===== src/hw/rtl/tccw_pkg.sv =====
// Shared types and constants for the text console cell writer.
// Used by the top level, front end and back end; no dependencies of its own.
package tccw_pkg;

  localparam int MAX_COLUMNS = 128;
  localparam int MAX_ROWS    = 64;
  localparam int COL_AW      = $clog2(MAX_COLUMNS);
  localparam int ROW_AW      = $clog2(MAX_ROWS);
  localparam int ADDR_W      = COL_AW + ROW_AW;
  localparam int CELL_DEPTH  = MAX_COLUMNS * MAX_ROWS;
  localparam int CELL_W      = 32;

  localparam logic [7:0] CH_SPACE     = 8'h20;
  localparam logic [7:0] CH_NEWLINE   = 8'h0a;
  localparam logic [7:0] CH_RETURN    = 8'h0d;
  localparam logic [7:0] CH_BACKSPACE = 8'h08;

  localparam logic [7:0]        RESET_FG   = 8'd7;
  localparam logic [CELL_W-1:0] RESET_CELL = {8'h00, 8'h00, RESET_FG, CH_SPACE};

  localparam logic [1:0] MODE_PUT   = 2'd0;
  localparam logic [1:0] MODE_SET   = 2'd1;
  localparam logic [1:0] MODE_CLEAR = 2'd2;
  localparam logic [1:0] MODE_READ  = 2'd3;

  localparam logic [2:0] REG_COLUMNS = 3'd0;
  localparam logic [2:0] REG_ROWS    = 3'd1;
  localparam logic [2:0] REG_FG      = 3'd2;
  localparam logic [2:0] REG_BG      = 3'd3;
  localparam logic [2:0] REG_ATTR    = 3'd4;

  typedef enum logic [2:0] {
    K_NEWLINE,
    K_RETURN,
    K_BACKSPACE,
    K_PRINT,
    K_SET,
    K_CLEAR,
    K_READ
  } kind_t;

  typedef struct packed {
    kind_t      kind;
    logic [7:0] ch;
    logic [7:0] px;
    logic [6:0] py;
  } cmd_t;

  // effective geometry: cols 1..MAX_COLUMNS, rows 1..MAX_ROWS
  typedef struct packed {
    logic [7:0] cols;
    logic [6:0] rows;
    logic [7:0] fg;
    logic [7:0] bg;
    logic [7:0] attr;
  } cfg_t;

endpackage


===== src/hw/rtl/tccw_front.sv =====
// Front end: accepts input words, classifies them into commands and
// holds them in a two-entry queue for the back end. Uses tccw_pkg.
module tccw_front import tccw_pkg::*; (
  input  logic        clk,
  input  logic        rst,
  input  logic        s_tvalid,
  output logic        s_tready,
  input  logic [23:0] s_tdata,   // char_code[7:0], pos_x[15:8], pos_y[22:16]
  input  logic [1:0]  s_tuser,   // mode[1:0]
  input  logic        init_done,
  output logic        q_valid,
  output cmd_t        q_cmd,
  input  logic        q_pop
);

  cmd_t       q [2];
  logic       wr_ptr;
  logic       rd_ptr;
  logic [1:0] count;
  cmd_t       cmd_in;
  logic       push;

  always_comb begin
    cmd_in.ch = s_tdata[7:0];
    cmd_in.px = s_tdata[15:8];
    cmd_in.py = s_tdata[22:16];
    unique case (s_tuser)
      MODE_PUT: begin
        priority if (s_tdata[7:0] == CH_NEWLINE) begin
          cmd_in.kind = K_NEWLINE;
        end else if (s_tdata[7:0] == CH_RETURN) begin
          cmd_in.kind = K_RETURN;
        end else if (s_tdata[7:0] == CH_BACKSPACE) begin
          cmd_in.kind = K_BACKSPACE;
        end else begin
          cmd_in.kind = K_PRINT;
        end
      end
      MODE_SET:   cmd_in.kind = K_SET;
      MODE_CLEAR: cmd_in.kind = K_CLEAR;
      MODE_READ:  cmd_in.kind = K_READ;
      default:    cmd_in.kind = K_READ;
    endcase
  end

  assign s_tready = init_done && (count != 2'd2);
  assign push     = s_tvalid && s_tready;
  assign q_valid  = (count != 2'd0);
  assign q_cmd    = q[rd_ptr];

  always_ff @(posedge clk) begin
    if (push) begin
      q[wr_ptr] <= cmd_in;
    end
  end

  always_ff @(posedge clk) begin
    if (rst) begin
      wr_ptr <= 1'b0;
      rd_ptr <= 1'b0;
      count  <= 2'd0;
    end else begin
      if (push) begin
        wr_ptr <= ~wr_ptr;
      end
      if (q_pop) begin
        rd_ptr <= ~rd_ptr;
      end
      unique case ({push, q_pop})
        2'b10:   count <= count + 2'd1;
        2'b01:   count <= count - 2'd1;
        default: count <= count;
      endcase
    end
  end

endmodule


===== config.mk =====
export PLATFORM = sky130hd
export DESIGN_NAME = tccw_front
export DESIGN_NICKNAME = d
export VERILOG_FILES = /design/src/hw/rtl/tccw_pkg.sv /design/src/hw/rtl/tccw_front.sv
export SDC_FILE = /design/constraint.sdc
export NUM_CORES = 1
export LEC_CHECK = 0
export BUFFER_PORTS_ARGS = -buffer_cell sky130_fd_sc_hd__buf_2
export CAP_MARGIN = 20
export CORE_MARGIN = 8
export CORE_UTILIZATION = 51
export CTS_CLUSTER_DIAMETER = 40
export DETAILED_ROUTE_END_ITERATION = 16
export GPL_TIMING_DRIVEN = 0
export PLACE_DENSITY = 0.78
export SLEW_MARGIN = 10
export SYNTH_ARGS = -nofsm -noshare
export SYNTH_HDL_FRONTEND = slang
export SYNTH_SLANG_ARGS = --single-unit

===== constraint.sdc =====
create_clock -name clk -period 3.35 [get_ports clk]
set_clock_uncertainty 0.2 [all_clocks]
set_input_delay 0.8375 -clock clk [delete_from_list [all_inputs] [get_ports clk]]
set_output_delay 0.8375 -clock clk [all_outputs]
set_load 0.01 [all_outputs]

Word level (Yosys, flattened, before mapping)
Memories as Yosys holds them, arrays and structs flattened. A register that Yosys moved wholly into a read port is not among the register bits.
Cells that the tools add are included.
- logic and storage cells: 31
- bits in writable memories: 52
- flip-flop bits (word level): 4
- input bits: 31
- output and inout bits: 28
- memories: 1
- memories (memory ; words ; bits a word ; read ports ; clocked after memory_dff ; write ports ; RTL line ; text):
    q ; 2 ; 26 ; 1 ; 1 ; 1 ; tccw_front.sv:16 ; cmd_t q [2];
- muxes and demuxes: 9
- bitwise logic cells: 2
- equality and inequality tests: 9
- add/sub/neg operators: 2
- reductions and logical operators: 5
- operators by type and width (operator ; count):
    $eq A8 B4 Y1 const B ; 3
    $pmux W3 S4 ; 1
    $eq A2 B2 Y1 const B ; 3
    $mux W1 ; 5
    $eq A2 B1 Y1 const B ; 2
    $mux W2 ; 2
    $pmux W2 S2 ; 1
    $reduce_bool A2 Y1 ; 2
    $add A2 B1 Y2 const B ; 1
    $logic_and A1 B1 Y1 ; 2
    $logic_not A2 Y1 ; 1
    $ne A2 B2 Y1 const B ; 1
    $not A1 Y1 ; 2
    $sub A2 B1 Y2 const B ; 1

Depth between registers and ports, before layout
Gate-level depths: netlist of run 1.
- depth in word-level cells: 5
- mapped depth: 6
- gate-level depth less buffers: 6

Worst setup path before layout of run 1
OpenSTA, ideal clock, no wires.
- path type: input to register
- from: in init_done
- to: mem q[0][0] (netlist bit), enable pin
- path slack: 623 ps
- arrival time: 2118 ps
- setup time: 409 ps
- required time: 2741 ps
- stages on the path: 2
- cells stage by stage: o211ai_1 -> nor2_1
- word-level cells in the longest chain between the ends: 4
- RTL lines (what ; RTL line ; text):
    start, declared ; tccw_front.sv:10 ; input logic init_done,
    $logic_and A1 B1 Y1 ; tccw_front.sv:46 ; assign s_tready = init_done && (count != 2'd2);
    $logic_and A1 B1 Y1 ; tccw_front.sv:47 ; assign push = s_tvalid && s_tready;
    $mux W1 ; tccw_front.sv:52 ; if (push) begin
    $mux W1 (not written as such) ; tccw_front.sv:53 ; q[wr_ptr] <= cmd_in;
    end, declared ; tccw_front.sv:16 ;
Every way passes these cells.

==> impl_results.md, run 1 <==
- Status: complete, no violations
- Maximum level of the CTS H-tree: 3
- Worst min path class: flip-flop to flip-flop
- GRT Total Usage: 0.1358
- Internal power of the cells: roughly 1200 uW
- Post-detailed-route DRC marker count: 0
- Max-slew violations: 0
- Buffer cell driving the clock tree root: clkbuf_8
- Reg-to-reg slack, setup: around 1300 ps
- CTS tree: built
- Die ar.: 6572 um2
- Net count after synthesis: 150
- First-pass GRT wire length: 6348 um
- Share of the clock period used by the worst path after layout: 0.7951
- Maximum achievable frequency: ~380 MHz
- Post-Synthesis Mean Instance Area: about 18 um2
- Final number of setup-violating endpoints: 0
- RSZ-0062 raised after global routing: no
- Post-detail-place hpwl: roughly 3000 um
- Average via count per standard cell: just over 5
- Sink Count: 57
- Logic pwr share: 0.125
- Peak supply drop: between 0.0003 and 0.0004 V
- Via Count: roughly 1,200
- Routability-driven placement congestion ratio: between 0.7 and 0.8
- Non-Filler Cell Area, Final: between 2000 and 3000 um2
- Clock latency on the worst-skew pair: 320 ps
- Top-level port count: 59
- Kind of end point of the critical path: output port
- Post-synthesis cell count: 118
- Fraction of post-synthesis cell area in the top cell type by area: 0.7231
- Critical path launch point type: flip-flop
- Area of placed instances: between 2000 and 3000 um2
- Routed wirelength normalized by instance count: 17.22 um
- Start-to-end type of the worst setup path: flip-flop to output port
- Commonest non-fill, non-tap cell in the layout: buf_2
- Count of input and output buffers: 57
- Yosys reg bits: 57
- Worst reg2reg path startpoint: count[0]
- Number of instances resized during post-cts repair: 0
- NumNets Final: between 200 and 250
- DIE HEIGHT: a little over 80 um
- Floorplan die width: approximately 81 um
- Hold-fix buffers at CTS: 0
- Worst slew margin: 0.5028
- Pwr/cell area: approximately 560 nW/um2
- Wire length reported by the detailed router: between 4000 and 5000 um
- Worst R2R Path Depth: 3
- Fraction of power spent switching nets: 0.2282
- Register area share after synthesis: 0.7694
- Commonest non-fill, non-tap cells in the layout: buf_2, edfxtp_1, mux2_2
- Post-synth cell types: 19
- Detailed-routing iteration count for the pre-antenna-repair pass: 4
- Slew of the pin with the lowest slew margin: 744.9 ps
- Global-route congestion overflow total: 0
- Sequential power share: 0.550
- Clock tree buffer depth: 2
- Post-CTS setup buffers: 0
- Final hold vios: 0
- Minimum clock period after layout: approximately 2700 ps
- Number of global-route vias before repair: roughly 1,300
- Antenna violations before repair: 0
- Static Leakage: 0.001015 uW
- CP Data Arrival Time: between 1500 and 2000 ps
- Number of synthesis warnings: 0
- Number of rows created at floorplan: 23
- Endpoint of the lowest-slack register-to-register path: q[0][16]
- TritonCTS buffer count: 9
- Max-cap check violation count: 0
- Setup TNS after final layout: 0 ps
- Growth of design area from synthesis to finish: 24.39%
- Fraction of final layout cells with drive strength greater than 1: 0.5393
- Net switching power: 345.3 uW
- Residual antenna-violating net count after detailed routing: 0
- Clock slew seen by the registers of the worst setup and hold paths: ~60 ps
- Initial core utilization: 0.5360
- Library cell occupying the most area in the post-synthesis netlist: edfxtp_1
- Antenna Cells: 0
- DRC violation total after the first TritonRoute iteration: 71
- Clock power frac: 0.325
- Required @ worst endpoint: approximately 2300 ps
- Core area: 4029 um2
- Worst setup path end: q_cmd[14]
- Top fanout value on the critical path: 10
- Largest cells by area after synthesis: edfxtp_1, mux2_2, dfxtp_1, nor2_1, a41oi_1
- Summed instance area of the synthesized netlist: 2160 um2
- Largest net degree at the start of global routing: 16
## worst max-delay path, cell delays in order, from the launching register on
cell and delay (ps):
dfxtp_1 300, buf_2 200, buf_2 290, mux2_2 370, buf_2 140
## synthesized netlist by cell type
master	count
a21boi_0	1
a21oi_1	1
a41oi_1	2
buf_2	3
dfxtp_1	5
edfxtp_1	52
ha_1	1
inv_1	3
mux2_2	27
nand2_1	2
nor2_1	9
nor3_1	2
o211ai_1	1
o21ai_0	2
or2_2	1
or3_1	1
or3b_2	1
xnor2_1	2
xor2_1	2
## kinds of logic (layout without fill, tap and decap cells)
group,after synthesis,in the layout,share of synthesized area
buffers and inverters,6,79,0.01216
xor gates and xnor gates,4,4,0.01623
AOI/OAI and AO/OA,7,7,0.02202
muxes,27,27,0.1408
and+or+nand+nor,16,16,0.03361
DFF,57,57,0.7694
adders and majority gates,1,1,0.005793
## power groups by stage
stage                     Clock [uW]  Sequential, uW  Combinational (uW)
after floorplan                    0             843                 108
after global placement             0             845                 178
after detailed placement           0             847                 192
after CTS                        503             833                 193
after global routing             530             836                 208
final                            492             832                 189
## routing by layer
metal	vias up	wire (um)	global-route usage
met5	-	0	0
met4	0	133	0.09643
met3	15	272	0.05298
met2	46	2131	0.2165
met1	587	1613	0.1455
li1	592	-	-
## how the worst min path moves through the flow
stage	end	depth (start not counted)	from
6_report	count[1]	2	count[1]
5_1_grt	count[1]	2	count[1]
4_1_cts	count[1]	2	count[1]
3_5_place_dp	count[1]	2	count[1]
3_3_place_gp	count[1]	2	count[1]
2_1_floorplan	count[1]	2	count[1]
## registers in the layout, summed over array words and instances (netlist names), named ones only
| name | cells |
|---|---|
| count | 2 |
| q | 52 |
| rd_ptr | 1 |
| wr_ptr | 1 |
## cell type report
cell class | instances | area, um2
flip-flops and latches | 57 | 1662
fillers | 306 | 1343
multi-input cells | 55 | 476.7
repair buffers | 59 | 315.3
clock buffers | 13 | 138.9
well taps | 50 | 62.56
plain buffers | 3 | 15.01
inverters | 3 | 11.26
clock inverters | 1 | 5.005
## stage by stage
stage / total power [uW] / util / hold slack (ps) / setup WS (ps) / std cells
CTS: 1529 / 0.6668 / 318.4 / 661.6 / 241
floorplan: 951.5 / - / 262.3 / 622.9 / 118
global placement: 1022 / 0.6224 / 278.9 / 12.16 / 225
detailed placement: 1040 / 0.6311 / 305.2 / 798.1 / 227
global route: 1574 / 0.6668 / 360.2 / 587.1 / 241
finish: 1513 / 0.6668 / 320.3 / 686.4 / 241
Power figures use the tool's default switching activity.
==> run 2, diff against run 1 <==
--- a/config.mk
+++ b/config.mk
@@ -8,11 +8,11 @@
 export BUFFER_PORTS_ARGS = -buffer_cell sky130_fd_sc_hd__buf_2
 export CAP_MARGIN = 20
 export CORE_MARGIN = 8
-export CORE_UTILIZATION = 51
+export CORE_UTILIZATION = 46
 export CTS_CLUSTER_DIAMETER = 40
 export DETAILED_ROUTE_END_ITERATION = 16
 export GPL_TIMING_DRIVEN = 0
-export PLACE_DENSITY = 0.78
+export PLACE_DENSITY = 0.74
 export SLEW_MARGIN = 10
 export SYNTH_ARGS = -nofsm -noshare
 export SYNTH_HDL_FRONTEND = slang
==> constraint.sdc (replaced) <==
create_clock -name clk -period 2.2 [get_ports clk]
set_clock_uncertainty 0.2 [all_clocks]
set_input_delay 0.55 -clock clk [delete_from_list [all_inputs] [get_ports clk]]
set_output_delay 0.55 -clock clk [all_outputs]
set_load 0.01 [all_outputs]
==> impl_results.md, run 2 (same netlist as run 1, synthesis figures left out) <==
- Status: complete, no violations (unchanged)
- Detailed-routing iteration count for the pre-antenna-repair pass: 4 (unchanged)
- Count of input and output buffers: 57 (unchanged)
- Endpoint of the worst hold-timing path: q[1][11] (was count[1])
- Global-route congestion overflow total: 0 (unchanged)
- Via Count: 1,232 (was 1,240)
- Floorplan die width: 84.52 um (was 81.07 um)
- Final number of setup-violating endpoints: 0 (unchanged)
- Die ar.: 7144 um2 (was 6572 um2)
- Worst R2R Path Depth: 5 (was 3)
- Routed wirelength normalized by instance count: 16.60 um (was 17.22 um)
- Clock tree buffer depth: 2 (unchanged)
- Most flops, register: q (unchanged)
- First-pass GRT wire length: 6603 um (was 6348 um)
- Fraction of final layout cells with drive strength greater than 1: 0.5567 (was 0.5393)
- Routability-driven placement congestion ratio: 0.6550 (was 0.7356)
- Antenna Cells: 0 (unchanged)
- Maximum achievable frequency: ~470 MHz
- Max-slew violations: 0 (unchanged)
- CP Data Arrival Time: 1380 ps (was 1630 ps)
- Growth of design area from synthesis to finish: 27.46% (was 24.39%)
- Top fanout value on the critical path: 10 (unchanged)
- Sink Count: 57 (unchanged)
- Post-detailed-route DRC marker count: 0 (unchanged)
- Post-detail-place hpwl: 2963 um (was 3075 um)
- Number of global-route vias before repair: 1,381 (was 1,329)
- Antenna violations before repair: 0 (unchanged)
- Endpoint of the lowest-slack register-to-register path: count[1] (was q[0][16])
- Slew of the pin with the lowest slew margin: 713.4 ps (was 744.9 ps)
- Initial core utilization: 0.4665 (was 0.5360)
- Required @ worst endpoint: 1450 ps (was 2310 ps)
- Residual antenna-violating net count after detailed routing: 0 (unchanged)
- Area of placed instances: 2560 um2 (was 2542 um2)
- Share of the clock period used by the worst path after layout: 0.9674
- Average via count per standard cell: 4.968 (was 5.145)
- Pwr/cell area: 843.9 nW/um2 (was 563.2 nW/um2)
- Number of cells on the worst hold path: 1 (was 2)
- Buffer cell driving the clock tree root: clkbuf_8 (unchanged)
- Start-to-end type of the worst setup path: flip-flop to output port (unchanged)
- Worst slew margin: 0.5239 (was 0.5028)
- Worst min-delay path startpoint: s_tdata[12] (was count[1])
- GRT Total Usage: 0.1246 (was 0.1358)
- Worst reg2reg path startpoint: count[1] (was count[0])
- Commonest non-fill, non-tap cells in the layout: buf_2, edfxtp_1, mux2_2 (unchanged)
- TritonCTS buffer count: 9 (unchanged)
- Wire length reported by the detailed router: 4118 um (was 4151 um)
- DIE HEIGHT: 84.52 um (was 81.07 um)
- NumNets Final: 222 (was 220)
- Clock latency on the worst-skew pair: 320 ps (about the same)
- Core area: 4629 um2 (was 4029 um2)
- Top-level port count: 59 (unchanged)
- Final hold vios: 0 (unchanged)
- Final standard cell count with taps included and fillers excluded: 248 (was 241)
- # fillers: 370 (was 306)
- RSZ-0062 raised after global routing: no (unchanged)
- Largest net degree at the start of global routing: 19 (was 16)
- Static Leakage: 0.001044 uW (was 0.001015 uW)
- Non-Filler Cell Area, Final: 2753 um2 (was 2686 um2)
- Clock slew seen by the registers of the worst setup and hold paths: 60 ps (about the same)
- Placed cells: 231 (was 227)
- Kind of end point of the critical path: output port (unchanged)
- Reg-to-reg slack, setup: 210 ps (was 1340 ps)
- Max-cap check violation count: 0 (unchanged)
- Hold-fix buffers at CTS: 0 (unchanged)
- List of cells traversed by the critical path: buf_6 > buf_8 > mux2_2 > buf_2 (was buf_2 > buf_2 > mux2_2 > buf_2)
- Minimum clock period after layout: roughly 2100 ps
- Critical-path top delay cell: mux2_2 (unchanged)
- Commonest non-fill, non-tap cell in the layout: buf_2 (unchanged)
- Critical path's largest stage delay: 330 ps (was 370 ps)
- Flip-flop count of the largest register, all copies and words added: 52 (unchanged)
- CTS tree: built (unchanged)
- Worst min path class: primary input to flip-flop (was flip-flop to flip-flop)
- Top flop regs: q (52), count (2) (unchanged)
- Peak supply drop: 0.0005580 V (was 0.0003190 V)
- Maximum level of the CTS H-tree: 3 (unchanged)
- Critical path launch point type: flip-flop (unchanged)
- Number of rows created at floorplan: 25 (was 23)
- DRC violation total after the first TritonRoute iteration: 37 (was 71)
run 2: metrics by stage:
stage	setup WS, ps	hold slack (ps)	power, uW	util	TNS (ps)
finish	71.73	216.1	2323	0.5946	0
global route	4.642	193.7	2438	0.5946	0
CTS	6.936	200.1	2355	0.5911	0
detailed placement	-26.17	300.6	1588	0.5530	-413.5
global placement	-821.8	276.3	1556	0.5427	-42660
floorplan	-239.6	262.3	1449	-	-12460
run 2: timing repair:
action                                  in CTS  in global routing
endpoints found under the setup margin      20                 20
gates resized for setup                      8                  1
buffers inserted                             0                  2
run 2: cell type report:
type / instances / area (um2) / share of cell area
buffer: 3 / 41.29 / 0.01500
clock buffer: 9 / 123.9 / 0.04500
clock inverter: 6 / 26.28 / 0.009545
inverter: 3 / 11.26 / 0.004091
multi-input combinational: 55 / 476.7 / 0.1732
sequential: 57 / 1663 / 0.6041
tap: 54 / 67.56 / 0.02455
timing repair buffer: 61 / 342.8 / 0.1245
run 2: worst max-delay path: cells and delay by family (launching register included):
kind	cells	cell delay, ps
DFF	1	320
buffers and inverters	3	400
muxes	1	330
run 2: how the worst max path moves through the flow:
stage                           end  depth (start not counted)
after CTS                 q_cmd[19]                          4
after detailed placement   q[0][20]                          4
after global routing      q_cmd[19]                          4
final                     q_cmd[18]                          4
after global placement     q[0][11]                          3
after floorplan             q[0][0]                          2
run 2: routing by layer:
metal / part of all wire / vias up / global-route usage
met5: 0 / - / 0
met3: 0.076 / 8 / 0.06341
met4: 0.017 / 0 / 0.07282
met1: 0.41 / 592 / 0.1274
li1: - / 593 / -
met2: 0.50 / 39 / 0.2011
run 2: where the power goes:
group          total (uW)  internal [uW]  switching, uW
Sequential           1270           1250           19.7
Combinational         310            155            155
Clock                 746            383            363
==> run 3, diff against run 2 <==
--- a/config.mk
+++ b/config.mk
@@ -5,14 +5,15 @@
 export SDC_FILE = /design/constraint.sdc
 export NUM_CORES = 1
 export LEC_CHECK = 0
+export ABC_AREA = 1
 export BUFFER_PORTS_ARGS = -buffer_cell sky130_fd_sc_hd__buf_2
 export CAP_MARGIN = 20
-export CORE_MARGIN = 8
-export CORE_UTILIZATION = 46
+export CORE_MARGIN = 2
+export CORE_UTILIZATION = 47
 export CTS_CLUSTER_DIAMETER = 40
 export DETAILED_ROUTE_END_ITERATION = 16
 export GPL_TIMING_DRIVEN = 0
-export PLACE_DENSITY = 0.74
+export PLACE_DENSITY = 0.75
 export SLEW_MARGIN = 10
 export SYNTH_ARGS = -nofsm -noshare
 export SYNTH_HDL_FRONTEND = slang
==> impl_results.md, run 3 <==
- Clock latency on the worst-skew pair: 320 ps (about the same)
- Count of input and output buffers: 57 (unchanged)
- Number of synthesis warnings: 0 (unchanged)
- Post-detail-place hpwl: 2512 um (was 2963 um)
- Clock slew seen by the registers of the worst setup and hold paths: 50 ps (was 60 ps)
- Largest cells by area after synthesis: edfxtp_1, mux2_4, dfxtp_1, mux2_2, nand2_1 (was edfxtp_1, mux2_2, dfxtp_1, nor2_1, a41oi_1)
- Number of global-route vias before repair: 1,285 (was 1,381)
- Via Count: 1,294 (was 1,232)
- Status: complete, no violations (unchanged)
- Global-route congestion overflow total: 0 (unchanged)
- Final hold vios: 0 (unchanged)
- Final number of setup-violating endpoints: 0 (unchanged)
- Die ar.: 5491 um2 (was 7144 um2)
- Post-synth cell types: 18 (was 19)
- Yosys reg bits: 57 (unchanged)
- Slew of the pin with the lowest slew margin: 743.4 ps (was 713.4 ps)
- GRT Total Usage: 0.1522 (was 0.1246)
- Worst R2R Path Depth: 4 (was 5)
- Commonest non-fill, non-tap cells in the layout: buf_2, edfxtp_1, mux2_4 (was buf_2, edfxtp_1, mux2_2)
- Static Leakage: 0.001203 uW (was 0.001044 uW)
- Net count after synthesis: 170 (was 150)
- Pwr/cell area: 800.7 nW/um2 (was 843.9 nW/um2)
- Leading register cell type out of synthesis: edfxtp_1 (unchanged)
- Minimum clock period after layout: 2130 ps (was 2128 ps)
- CTS tree: built (unchanged)
- Largest net degree at the start of global routing: 27 (was 19)
- Maximum level of the CTS H-tree: 3 (unchanged)
- Final standard cell count with taps included and fillers excluded: 281 (was 248)
- Library cell occupying the most area in the post-synthesis netlist: edfxtp_1 (unchanged)
- Wire length reported by the detailed router: 3760 um (was 4118 um)
- Number of cells on the worst hold path: 1 (unchanged)
- Share of the clock period used by the worst path after layout: 0.9680 (was 0.9674)
- Average via count per standard cell: 4.605 (was 4.968)
- Flip-flop count of the largest register, all copies and words added: 52 (unchanged)
- Antenna Cells: 0 (unchanged)
- Worst slew margin: 0.5032 (was 0.5239)
- CP Data Arrival Time: 1380 ps (about the same)
- Top flop regs: q (52), count (2) (unchanged)
- First-pass GRT wire length: 5789 um (was 6603 um)
- Critical path launch point type: flip-flop (unchanged)
- Residual antenna-violating net count after detailed routing: 0 (unchanged)
- Placed cells: 262 (was 231)
- Number of rows created at floorplan: 25 (unchanged)
- DIE HEIGHT: 74.10 um (was 84.52 um)
- Summed instance area of the synthesized netlist: 2310 um2 (was 2160 um2)
- Power, Total: 2318 uW (was 2323 uW)
- Peak supply drop: 0.0004512 V (was 0.0005580 V)
- Clock tree buffer depth: 2 (unchanged)
- Final-layout worst hold slack: 217.8 ps (was 216.1 ps)
- Buffer cell driving the clock tree root: clkbuf_8 (unchanged)
- Routed wirelength normalized by instance count: 13.38 um (was 16.60 um)
- Commonest non-fill, non-tap cell in the layout: buf_2 (unchanged)
- DRC violation total after the first TritonRoute iteration: 73 (was 37)
- Routability-driven placement congestion ratio: 0.8257 (was 0.6550)
- Post-synthesis cell count: 138 (was 118)
- Floorplan die width: 74.10 um (was 84.52 um)
- Register area share after synthesis: 0.7194 (was 0.7694)
- Growth of design area from synthesis to finish: 25.35% (was 27.46%)
- Required @ worst endpoint: 1450 ps (about the same)
- Maximum achievable frequency: 469.6 MHz (was 469.9 MHz)
- TritonCTS buffer count: 9 (unchanged)
- NumNets Final: 242 (was 222)
- Initial core utilization: 0.4890 (was 0.4665)
- RSZ-0062 raised after global routing: no (unchanged)
- Number of flops mapped to enable cells by yosys: 52 (unchanged)
- Top-level port count: 59 (unchanged)
- Top fanout value on the critical path: 10 (unchanged)
- Worst min path class: primary input to flip-flop (unchanged)
- Most frequent cells after synthesis: edfxtp_1, mux2_4, nand2_1 (was edfxtp_1, mux2_2, nor2_1)
- Share of async-settable or async-resettable flops after synthesis: 0 (unchanged)
- Fraction of post-synthesis cell area in the top cell type by area: 0.6761 (was 0.7231)
- Post-detailed-route DRC marker count: 0 (unchanged)
- Leading cell type by number of instances after synthesis: edfxtp_1 (unchanged)
- Core area: 4723 um2 (was 4629 um2)
- Start-to-end type of the worst setup path: flip-flop to output port (unchanged)
- Antenna violations before repair: 0 (unchanged)
- Detailed-routing iteration count for the pre-antenna-repair pass: 4 (unchanged)
- Kind of end point of the critical path: output port (unchanged)
- Hold-fix buffers at CTS: 0 (unchanged)
- Sink Count: 57 (unchanged)
- Post-Synthesis Mean Instance Area: 16.74 um2 (was 18.30 um2)
- Fraction of final layout cells with drive strength greater than 1: 0.4720 (was 0.5567)
- Number of instances resized during post-cts repair: 0 (was 8)
- Setup TNS after final layout: 0 ps (unchanged)
- Max-slew violations: 0 (unchanged)
- Most flops, register: q (unchanged)
- Max-cap check violation count: 0 (unchanged)
run 3: cell count changes after synthesis, moves of 3 or more:
cell	change
mux2_2	-21
mux2_4	+20
nand2_1	+15
inv_1	+11
buf_2	-3
run 3: critical path: stages, from the launching register on:
cell and delay (ps):
dfxtp_1 320, buf_6 150, buf_12 150, mux2_4 300
buf_2 140
run 3: what timing repair did:
item	4_1_cts	5_1_grt
buffers inserted	0	3
setup endpoints to repair	0	19
endpoints found under the hold margin	0	0
run 3: final timing paths:
kind,start,endpoint,slack (ps)
hold reg to reg,rd_ptr,flip-flop,330
setup / recovery,flip-flop,q_cmd[23],70
hold / removal,s_tdata[17],q[0][1],220
setup reg to reg,count[0],q[0][17],340
run 3: area by class of cell:
class                   instances  area [um2]
fillers                       361        1828
multi-input cells              64       551.8
flip-flops and latches         57        1662
clock inverters                 1       3.754
plain buffers                   3       51.30
inverters                      14       52.55
repair buffers                 61       347.8
clock buffers                  14       142.6
well taps                      67       83.83
run 3: power breakdown:
| group | total (uW) | switching, uW | internal [uW] |
|---|---|---|---|
| clock network | 749 | 349 | 400 |
| registers | 1250 | 17.1 | 1240 |
| logic | 315 | 147 | 168 |
run 3: cell families after synthesis:
kind of cell               share of synthesized area
DFF                                           0.7194
and+or+nand+nor                              0.05417
muxes                                         0.1593
buffers and inverters                        0.04496
AOI/OAI and AO/OA                            0.01300
xor gates and xnor gates                    0.003793
adders and majority gates                   0.005416
run 3: metrics by stage:
step	worst slack [ps]	utilization	instance area, um2
detailed placement	-20.77	0.5687	2686
global route	0.9992	0.6130	2895
CTS	24.86	0.5997	2833
floorplan	227.3	-	2312
finish	70.49	0.6130	2895
global placement	-281.3	0.5677	2681
run 3: per-layer routing:
layer,up-vias,share of wire,global-route usage
met1,603,0.41,0.1653
met5,-,0,0
li1,641,-,-
met3,8,0.045,0.05691
met2,42,0.53,0.2569
met4,0,0.017,0.08485
